### config.mk
export PLATFORM = sky130hd
export DESIGN_NAME = quadrature_distance_speed_meter_top
export DESIGN_NICKNAME = d
export VERILOG_FILES = /design/src/hw/rtl/qdsm_pkg.sv /design/src/hw/rtl/qdsm_div.sv /design/src/hw/rtl/quadrature_distance_speed_meter_top.sv
export VERILOG_INCLUDE_DIRS = /design/src /design/src/hw/rtl
export SDC_FILE = /design/constraint.sdc
export NUM_CORES = 2
export LEC_CHECK = 0
export BUFFER_PORTS_ARGS = -buffer_cell sky130_fd_sc_hd__clkbuf_2
export CAP_MARGIN = 20
export CELL_PAD_IN_SITES_DETAIL_PLACEMENT = 1
export CELL_PAD_IN_SITES_GLOBAL_PLACEMENT = 1
export CORE_MARGIN = 4
export CORE_UTILIZATION = 50
export DETAILED_ROUTE_END_ITERATION = 6
export PLACE_DENSITY = 0.93
export SYNTH_ARGS = -nofsm -noshare
export SYNTH_HDL_FRONTEND = slang
export SYNTH_SLANG_ARGS = --single-unit
export TNS_END_PERCENT = 5
### constraint.sdc
create_clock -name clk_i -period 19 [get_ports clk_i]
set_input_delay 3.8 -clock clk_i [delete_from_list [all_inputs] [get_ports clk_i]]
set_output_delay 3.8 -clock clk_i [all_outputs]
set_load 0.005 [all_outputs]
### src/hw/rtl/quadrature_distance_speed_meter_top_macros.svh
// ----------------------------------------------------------------------------
// Assertion macros for the quadrature distance and speed meter
// Short forms for the concurrent checks at the end of the top level.
// ----------------------------------------------------------------------------
`ifndef QUADRATURE_DISTANCE_SPEED_METER_TOP_MACROS_SVH
`define QUADRATURE_DISTANCE_SPEED_METER_TOP_MACROS_SVH

// The consequent must hold in the same cycle as the antecedent.
`define QDSM_ASSERT_SAME(label, ante, cons, msg) \
  label: assert property (@(posedge clk_i) disable iff (!rst_ni) (ante) |-> (cons)) \
    else $error(msg);

// The consequent must hold in the cycle after the antecedent.
`define QDSM_ASSERT_NEXT(label, ante, cons, msg) \
  label: assert property (@(posedge clk_i) disable iff (!rst_ni) (ante) |=> (cons)) \
    else $error(msg);

`endif

### src/hw/rtl/qdsm_pkg.sv
// ----------------------------------------------------------------------------
// Quadrature distance and speed meter package
// Widths, codes and the request and response types of the divider.
// ----------------------------------------------------------------------------
package qdsm_pkg;

  localparam int PPC_W       = 16;
  localparam int FRAC_BITS   = 8;
  localparam int TIME_W      = 32;
  localparam int DATA_W      = 32;
  localparam int MAG_W       = 32;
  localparam int K_W         = 22;
  localparam int NUM_W       = MAG_W + K_W;
  localparam int DEN_W       = PPC_W + TIME_W;
  localparam int CNT_W       = $clog2(MAG_W);
  localparam int IN_TDATA_W  = 40;
  localparam int OUT_TDATA_W = 104;
  localparam int OUT_PAD_W   = OUT_TDATA_W - (3 * DATA_W + 2);
  localparam int CFG_IDX_W   = 1;

  localparam logic [K_W-1:0]   K_DIST    = K_W'(1 << FRAC_BITS);
  localparam logic [K_W-1:0]   K_SPEED   = K_W'(10000 << FRAC_BITS);
  localparam logic [PPC_W-1:0] PPC_RESET = PPC_W'(256);

  typedef enum logic [2:0] {
    OP_SAMPLE     = 3'd0,
    OP_RESET_ALL  = 3'd1,
    OP_RESET_DIST = 3'd2,
    OP_SPEED      = 3'd3,
    OP_CAPTURE    = 3'd4
  } op_e;

  typedef enum logic [CFG_IDX_W-1:0] {
    REG_PPC = 1'b0,
    REG_CAL = 1'b1
  } cfg_reg_e;

  typedef enum logic {
    ST_IDLE,
    ST_BUSY
  } state_e;

  typedef enum logic [2:0] {
    DV_IDLE,
    DV_MUL,
    DV_CHK,
    DV_RUN,
    DV_FIN
  } div_state_e;

  typedef struct packed {
    logic              start;
    logic              ack;
    logic              neg;
    logic [MAG_W-1:0]  mag;
    logic [K_W-1:0]    k;
    logic [PPC_W-1:0]  ppc;
    logic [TIME_W-1:0] dt;
  } div_req_t;

  typedef struct packed {
    logic              busy;
    logic              done;
    logic [DATA_W-1:0] quo;
  } div_rsp_t;

endpackage

### src/hw/rtl/qdsm_div.sv
// ----------------------------------------------------------------------------
// Scaled divider
// Computes sign * mag * k / (ppc * dt), truncated and saturated to 32 bits,
// one quotient bit per cycle through a shared remainder and shift register.
// ----------------------------------------------------------------------------
module qdsm_div (
  input  logic               clk_i,
  input  logic               rst_ni,
  input  qdsm_pkg::div_req_t req_i,
  output qdsm_pkg::div_rsp_t rsp_o
);
  import qdsm_pkg::*;

  div_state_e        state_q, state_d;
  logic [CNT_W-1:0]  cnt_q, cnt_d;
  logic              neg_q;
  logic              sat_q;
  logic [MAG_W-1:0]  mag_q;
  logic [K_W-1:0]    k_q;
  logic [PPC_W-1:0]  ppc_q;
  logic [TIME_W-1:0] dt_q;
  logic [NUM_W-1:0]  num_q;
  logic [DEN_W-1:0]  den_q;
  logic [DEN_W-1:0]  rem_q;
  logic [MAG_W-1:0]  sh_q;

  logic [DEN_W:0]    trial;
  logic [DEN_W:0]    diff;
  logic              fits;
  logic [K_W-1:0]    num_hi;
  logic              over;
  logic [DATA_W-1:0] quo;

  assign trial  = {rem_q, sh_q[MAG_W-1]};
  assign diff   = trial - {1'b0, den_q};
  assign fits   = trial >= {1'b0, den_q};
  assign num_hi = num_q[NUM_W-1:MAG_W];
  assign over   = {{(DEN_W - K_W){1'b0}}, num_hi} >= den_q;

  always_comb begin
    if (!neg_q) begin
      quo = (sat_q || sh_q[MAG_W-1]) ? 32'h7FFF_FFFF : sh_q;
    end else if (sat_q || (sh_q[MAG_W-1] && (sh_q[MAG_W-2:0] != '0))) begin
      quo = 32'h8000_0000;
    end else begin
      quo = ~sh_q + 1'b1;
    end
  end

  always_comb begin
    state_d = state_q;
    cnt_d   = cnt_q;
    rsp_o   = '0;
    rsp_o.busy = (state_q != DV_IDLE);
    rsp_o.quo  = quo;
    unique case (state_q)
      DV_IDLE: begin
        if (req_i.start) begin
          state_d = DV_MUL;
        end
      end
      DV_MUL: begin
        state_d = DV_CHK;
      end
      DV_CHK: begin
        cnt_d   = '0;
        state_d = over ? DV_FIN : DV_RUN;
      end
      DV_RUN: begin
        cnt_d = cnt_q + 1'b1;
        if (cnt_q == CNT_W'(MAG_W - 1)) begin
          state_d = DV_FIN;
        end
      end
      DV_FIN: begin
        rsp_o.done = 1'b1;
        if (req_i.ack) begin
          state_d = DV_IDLE;
        end
      end
      default: begin
        state_d = DV_IDLE;
      end
    endcase
  end

  always_ff @(posedge clk_i or negedge rst_ni) begin
    if (!rst_ni) begin
      state_q <= DV_IDLE;
      cnt_q   <= '0;
    end else begin
      state_q <= state_d;
      cnt_q   <= cnt_d;
    end
  end

  always_ff @(posedge clk_i) begin
    if (state_q == DV_IDLE && req_i.start) begin
      neg_q <= req_i.neg;
      mag_q <= req_i.mag;
      k_q   <= req_i.k;
      ppc_q <= req_i.ppc;
      dt_q  <= req_i.dt;
    end
    if (state_q == DV_MUL) begin
      num_q <= NUM_W'(mag_q) * NUM_W'(k_q);
      den_q <= DEN_W'(ppc_q) * DEN_W'(dt_q);
    end
    if (state_q == DV_CHK) begin
      sat_q <= over;
      rem_q <= {{(DEN_W - K_W){1'b0}}, num_hi};
      sh_q  <= num_q[MAG_W-1:0];
    end
    if (state_q == DV_RUN) begin
      rem_q <= fits ? diff[DEN_W-1:0] : trial[DEN_W-1:0];
      sh_q  <= {sh_q[MAG_W-2:0], fits};
    end
  end

endmodule

### src/hw/rtl/quadrature_distance_speed_meter_top.sv
// ----------------------------------------------------------------------------
// Quadrature distance and speed meter
// Decodes encoder samples and reports position, distance and speed.
// ----------------------------------------------------------------------------
// Each input word carries one command: a sample of the encoder lines, a reset
// of all counters, a reset of the distance, a speed request or a capture of
// the initial A level. Every accepted word yields exactly one result word.
// Commands that need no division give their result in the cycle after the
// accepting edge and can follow back to back while the receiver keeps up.
// A count step with calibration on and a nonzero ratio, and a speed request
// with elapsed time and a nonzero ratio, give their result through the
// divider, which retires one quotient bit per cycle after a multiply step
// and an overflow check; a quotient overflow skips the bit loop. One word
// is worked on at a time, so the next word can be taken at the earliest in
// the cycle in which the last result appears. A result waiting in the output
// register holds off the input until the receiver takes it, and a finished
// division waits for the output register. Reset clears all counters and
// references and loads the pulses per centimetre register with 256 and
// calibration off. Configuration writes take effect at once.
// ----------------------------------------------------------------------------
`include "quadrature_distance_speed_meter_top_macros.svh"

module quadrature_distance_speed_meter_top (
  input  logic                                 clk_i,
  input  logic                                 rst_ni,
  // operation[2:0], a_level[3], b_level[4], switch_level[5], now_ms[37:6]
  input  logic [qdsm_pkg::IN_TDATA_W-1:0]      s_axis_tdata,
  input  logic                                 s_axis_tvalid,
  output logic                                 s_axis_tready,
  // position_count[31:0], distance_cm[63:32], speed_mm_s[95:64],
  // speed_error[96], button_pressed[97]
  output logic [qdsm_pkg::OUT_TDATA_W-1:0]     m_axis_tdata,
  output logic                                 m_axis_tvalid,
  input  logic                                 m_axis_tready,
  input  logic                                 cfg_we_i,
  input  logic [qdsm_pkg::CFG_IDX_W-1:0]       cfg_addr_i,
  input  logic [qdsm_pkg::PPC_W-1:0]           cfg_wdata_i
);
  import qdsm_pkg::*;

  function automatic logic [MAG_W-1:0] mag_of(logic [DATA_W-1:0] v);
    return v[DATA_W-1] ? (~v + 1'b1) : v;
  endfunction

  state_e            state_q, state_d;
  logic [PPC_W-1:0]  ppc_q;
  logic              cal_q;
  logic [DATA_W-1:0] count_q, count_d;
  logic [DATA_W-1:0] dist_q, dist_d;
  logic              prev_a_q, prev_a_d;
  logic [DATA_W-1:0] cref_q, cref_d;
  logic [TIME_W-1:0] tref_q, tref_d;

  logic              out_valid_q, out_valid_d;
  logic [DATA_W-1:0] out_pos_q, out_pos_d;
  logic [DATA_W-1:0] out_dist_q, out_dist_d;
  logic [DATA_W-1:0] out_speed_q, out_speed_d;
  logic              out_err_q, out_err_d;
  logic              out_btn_q, out_btn_d;

  logic [DATA_W-1:0] hold_pos_q, hold_pos_d;
  logic              hold_btn_q, hold_btn_d;
  logic              hold_spd_q, hold_spd_d;

  op_e               op;
  logic              a_lvl, b_lvl, sw_lvl;
  logic [TIME_W-1:0] now;
  logic [TIME_W-1:0] dt;
  logic [DATA_W-1:0] step_cnt;
  logic [DATA_W-1:0] ref_diff;
  logic              out_free;
  logic              in_accept;
  logic              use_div;
  logic              err;
  div_req_t          div_req;
  div_rsp_t          div_rsp;

  assign op       = op_e'(s_axis_tdata[2:0]);
  assign a_lvl    = s_axis_tdata[3];
  assign b_lvl    = s_axis_tdata[4];
  assign sw_lvl   = s_axis_tdata[5];
  assign now      = s_axis_tdata[37:6];
  assign dt       = now - tref_q;
  assign step_cnt = (b_lvl != a_lvl) ? count_q + 1'b1 : count_q - 1'b1;
  assign ref_diff = count_q - cref_q;
  assign out_free = !out_valid_q || m_axis_tready;

  assign s_axis_tready = (state_q == ST_IDLE) && out_free;
  assign in_accept     = s_axis_tvalid && s_axis_tready;
  assign m_axis_tvalid = out_valid_q;
  assign m_axis_tdata  = {{OUT_PAD_W{1'b0}}, out_btn_q, out_err_q,
                          out_speed_q, out_dist_q, out_pos_q};

  qdsm_div u_div (
    .clk_i  (clk_i),
    .rst_ni (rst_ni),
    .req_i  (div_req),
    .rsp_o  (div_rsp)
  );

  always_comb begin
    state_d     = state_q;
    count_d     = count_q;
    dist_d      = dist_q;
    prev_a_d    = prev_a_q;
    cref_d      = cref_q;
    tref_d      = tref_q;
    out_valid_d = out_valid_q && !m_axis_tready;
    out_pos_d   = out_pos_q;
    out_dist_d  = out_dist_q;
    out_speed_d = out_speed_q;
    out_err_d   = out_err_q;
    out_btn_d   = out_btn_q;
    hold_pos_d  = hold_pos_q;
    hold_btn_d  = hold_btn_q;
    hold_spd_d  = hold_spd_q;
    use_div     = 1'b0;
    err         = 1'b0;
    div_req     = '0;
    div_req.ppc = ppc_q;
    div_req.dt  = TIME_W'(1);
    div_req.k   = K_DIST;
    unique case (state_q)
      ST_IDLE: begin
        if (in_accept) begin
          unique case (op)
            OP_SAMPLE: begin
              if (a_lvl != prev_a_q) begin
                count_d  = step_cnt;
                prev_a_d = a_lvl;
                if (cal_q && (ppc_q != '0)) begin
                  use_div     = 1'b1;
                  div_req.neg = step_cnt[DATA_W-1];
                  div_req.mag = mag_of(step_cnt);
                end
              end
            end
            OP_RESET_ALL: begin
              count_d = '0;
              dist_d  = '0;
              cref_d  = '0;
              tref_d  = now;
            end
            OP_RESET_DIST: begin
              count_d = '0;
              dist_d  = '0;
            end
            OP_SPEED: begin
              err = (ppc_q == '0);
              if (dt != '0) begin
                tref_d = now;
                cref_d = count_q;
                if (!err) begin
                  use_div     = 1'b1;
                  div_req.neg = ref_diff[DATA_W-1];
                  div_req.mag = mag_of(ref_diff);
                  div_req.k   = K_SPEED;
                  div_req.dt  = dt;
                end
              end
            end
            OP_CAPTURE: begin
              prev_a_d = a_lvl;
            end
            default: begin
            end
          endcase
          div_req.start = use_div;
          if (use_div) begin
            state_d    = ST_BUSY;
            hold_pos_d = count_d;
            hold_btn_d = !sw_lvl;
            hold_spd_d = (op == OP_SPEED);
          end else begin
            out_valid_d = 1'b1;
            out_pos_d   = count_d;
            out_dist_d  = dist_d;
            out_speed_d = '0;
            out_err_d   = err;
            out_btn_d   = !sw_lvl;
          end
        end
      end
      ST_BUSY: begin
        if (div_rsp.done && out_free) begin
          div_req.ack = 1'b1;
          state_d     = ST_IDLE;
          out_valid_d = 1'b1;
          out_pos_d   = hold_pos_q;
          out_err_d   = 1'b0;
          out_btn_d   = hold_btn_q;
          if (hold_spd_q) begin
            out_speed_d = div_rsp.quo;
            out_dist_d  = dist_q;
          end else begin
            dist_d      = div_rsp.quo;
            out_speed_d = '0;
            out_dist_d  = div_rsp.quo;
          end
        end
      end
      default: begin
        state_d = ST_IDLE;
      end
    endcase
  end

  always_ff @(posedge clk_i or negedge rst_ni) begin
    if (!rst_ni) begin
      state_q     <= ST_IDLE;
      count_q     <= '0;
      dist_q      <= '0;
      prev_a_q    <= 1'b0;
      cref_q      <= '0;
      tref_q      <= '0;
      out_valid_q <= 1'b0;
    end else begin
      state_q     <= state_d;
      count_q     <= count_d;
      dist_q      <= dist_d;
      prev_a_q    <= prev_a_d;
      cref_q      <= cref_d;
      tref_q      <= tref_d;
      out_valid_q <= out_valid_d;
    end
  end

  always_ff @(posedge clk_i or negedge rst_ni) begin
    if (!rst_ni) begin
      ppc_q <= PPC_RESET;
      cal_q <= 1'b0;
    end else if (cfg_we_i) begin
      unique case (cfg_reg_e'(cfg_addr_i))
        REG_PPC: ppc_q <= cfg_wdata_i;
        REG_CAL: cal_q <= cfg_wdata_i[0];
        default: begin
        end
      endcase
    end
  end

  always_ff @(posedge clk_i) begin
    out_pos_q   <= out_pos_d;
    out_dist_q  <= out_dist_d;
    out_speed_q <= out_speed_d;
    out_err_q   <= out_err_d;
    out_btn_q   <= out_btn_d;
    hold_pos_q  <= hold_pos_d;
    hold_btn_q  <= hold_btn_d;
    hold_spd_q  <= hold_spd_d;
  end

  `QDSM_ASSERT_SAME(a_div_in_busy, div_rsp.busy, state_q == ST_BUSY,
                    "divider active while controller idle")
  `QDSM_ASSERT_NEXT(a_reset_all_clears, in_accept && (op == OP_RESET_ALL),
                    (count_q == '0) && (dist_q == '0) && (cref_q == '0),
                    "reset all left state behind")
  `QDSM_ASSERT_SAME(a_err_speed_zero, out_valid_q && out_err_q, out_speed_q == '0,
                    "speed error with nonzero speed")
  `QDSM_ASSERT_NEXT(a_done_loads, (state_q == ST_BUSY) && div_rsp.done && out_free,
                    out_valid_q && (state_q == ST_IDLE),
                    "finished division not delivered")

endmodule
==> results.txt <==
Clock sink total - 546
Drt first pass iters - 5
Share of layout cells above drive strength 1 - 7.859%
Area Overhead vs Synth - 7.899%
Fin Hold WS - 0.4877 ns
Total power - 7.197 mW
Final number of hold-violating endpoints - 0
Outcome - finished clean
Cts hold-fix bufs - 0
Hold path depth - 0
Final setup fails - 0
Max Clock Skew - 0.03849 ns
FF+latch count, synth - 546
Number of primary I/O pins - 168
Reg2reg end - u_div.den_q[44]
GRT overflow - 0
Hold Crit Class - flip-flop to flip-flop
Most frequent cells in the layout - inv_1, nand2_1, fa_1, ha_1, edfxtp_1
Post-synthesis sequential area ratio - 28.10%
Chip Height - 341.4 um
Avg Vias per Cell - 6.324
Most common cell after layout, fill and taps aside - inv_1
Die ar. - 116600 sq um
Row count - 122
XOR/XNOR share of the synthesized area - 3.861%
Clk_lat worst skew - 0.71 ns
Netlist Area Pre-Place - 55580 sq um
Initial core utilization - 50.29%
Compound-Gate Fraction of Synth Area - 12.37%
Vias post-DR - 46720
CTS tree - built
Number of max-cap violations - 0
Avg Synthesized Cell Area - 9.593 sq um
Antenna-violating nets left - 0
Post-CTS Resized - 0
# H-tree levels - 2
Post-Synth Simple-Gate Area - 15.35%
RSZ-0062 raised after global routing - no
Fin crit period - 9.384 ns
Fin. max-slew vios - 0
Total core area - 110500 sq um
Initial antenna violation count - 10
Crit Path Class - primary input to flip-flop
Critical Path RT - 19.30 ns
Tot GR Track Use - 33.49%
Setup TNS - 0 ns
Number of global-route vias before repair - 52530
Mux cell area share after synthesis - 2.485%
Yosys cell types - 96
Worst-Margin Slew - 1.331 ns
Worst EP arrival - 9.68 ns
First-pass GRT wire length - 305700 um
Largest net degree at the start of global routing - 89
Initial DRC count - 4319
Startpoint type of the worst setup path - primary input
Max frequency - 106.6 MHz
R2R cell count - 21
DRT Wirelength - 197200 um
Fin nets - 6945
Adder-Cell Fraction of Synth Area - 30.71%
Yosys synthesis warning count - 0
CTS clk-pin slew, worst paths - 0.07 ns
Post-synth EDFFs - 390
DPL Wire Length - 139500 um
Die width - 341.4 um
Final Cycle Share - 49.39%
Setup crit start - s_axis_tdata[6]
Slew HR - 10.98%
# DRC - 0
Main combinational cell family by area after synthesis - adder cells
Reg-to-reg critical path startpoint - u_div.dt_q[15]
Cts bufs inserted - 61
Synthesized instance count - 5794
Lkg Pwr - 28.50 nW
Clk Tree Root Cell - clkbuf_16
R2R Setup Slk - 10.75 ns
Ys async rst share - 28.57%
Critical path fanouts, max - 64
Port Buf Inserts - 159
Hold Crit Start - ppc_q[11]
Max IR drop VDD - 0.0001165 V
# Post-CTS Setup Buffers - 0
P per Cell Area - 120.0 nW/um^2
Main flop type after synthesis - edfxtp_1
WL/cell - 26.70 um
Worst hold endpoint - u_div.ppc_q[11]
Worst setup EP type - flip-flop
FILL cells - 12450
Clk buf depth - 3
GPL Wtd Cong - 0.9089
==> flip-flops by register name, summed over array words and instances (netlist names), 2 cells and up <==
signal,count
u_div.dt_q,32
out_dist_q,32
u_div.state_q,3
u_div.den_q,48
u_div.k_q,2
out_speed_q,32
u_div.cnt_q,5
tref_q,32
out_pos_q,32
dist_q,32
u_div.mag_q,32
u_div.rem_q,48
u_div.num_q,46
count_q,32
cref_q,32
ppc_q,16
u_div.sh_q,32
hold_pos_q,32
u_div.ppc_q,16
==> layout make-up <==
cell class	count	area [sq um]	share of cell area [%]
multi-input combinational	4210	36110	60.21
antenna	9	22.52	0.03755
sequential	546	15620	26.04
tap	1488	1862	3.104
clock inverter	36	347.8	0.5800
timing repair buffer	216	1284	2.141
clock buffer	80	1712	2.854
inverter	803	3017	5.030
==> synthesized netlist by cell type, types with 37 or more instances <==
cell	instances	area (sq um)
o21ai_0	192	960.9
xnor2_1	156	1366
xor2_1	89	779.5
a21oi_1	248	1241
a21o_1	136	1021
nor2_1	207	777.0
nor2b_1	63	394.1
and3_1	51	319.1
a22o_1	77	674.4
fa_1	532	10650
nand3_1	71	355.3
nand2_1	780	2928
mux2_2	88	991.0
edfxtp_1	390	11710
nand2b_1	37	231.5
mux2i_1	39	390.4
inv_1	801	3007
nor3_1	70	350.3
a31oi_1	49	306.5
ha_1	513	6419
dfrtp_1	155	3879
clkbuf_1	214	803.3
and2_1	296	1852
==> layer usage <==
layer	vias to the layer above	global-route usage, %	part of all wire [%]
li1	19630	-	-
met1	23350	38.35	36
met2	2767	57.64	49
met3	971	7.317	8.8
met4	4	19.89	6.9
met5	-	0	0.016
==> kinds of logic (layout without fill, tap and decap cells) <==
| family | Yosys count | after routing |
|---|---|---|
| adder cells (fa/ha/maj) | 1045 | 1045 |
| buffers and inverters | 1043 | 1135 |
| AND/OR/NAND/NOR | 1753 | 1753 |
| other | 1 | 15 |
| flip-flops | 546 | 546 |
| AO/OA/AOI/OAI | 1034 | 1034 |
| multiplexers | 127 | 127 |
| XOR/XNOR | 245 | 245 |
==> through the flow <==
step                cell area [sq um]  instances  utilization [%]  setup slack, ns
floorplan                       55600       5799                -            4.800
global placement                57780       7256            52.29            9.792
detailed placement              57780       7256            52.29            9.412
CTS                             59840       7372            54.15            9.940
global route                    59950       7380            54.25            9.511
finish                          59970       7388            54.27            9.616
==> worst max path at each step <==
stage	endpoint	cells past startpoint
detailed placement	out_dist_q[28]	16
global placement	out_dist_q[30]	16
CTS	out_dist_q[28]	14
floorplan	out_btn_q	13
global route	out_dist_q[1]	14
finish	out_dist_q[3]	15
==> worst max-delay path, stage by stage <==
cell and delay, ns:
clkbuf_2 0.13, inv_1 0.06, ha_1 0.29, nor2b_1 0.29
o31ai_1 0.20, a21o_1 0.23, a2111oi_0 0.93, nor2_1 0.17
xnor2_1 0.33, nand4_1 0.19, nor4_1 0.70, a31oi_2 0.20
buf_4 0.30, o31ai_4 0.94, buf_4 0.79
==> report_power, final <==
| group | internal (mW) | switching [mW] | total [mW] |
|---|---|---|---|
| combinational | 1.48 | 2.58 | 4.06 |
| sequential | 1.64 | 0.239 | 1.88 |
| clock | 0.694 | 0.568 | 1.26 |
| total | 3.81 | 3.38 | 7.20 |
(Power assumes the default switching activity.)
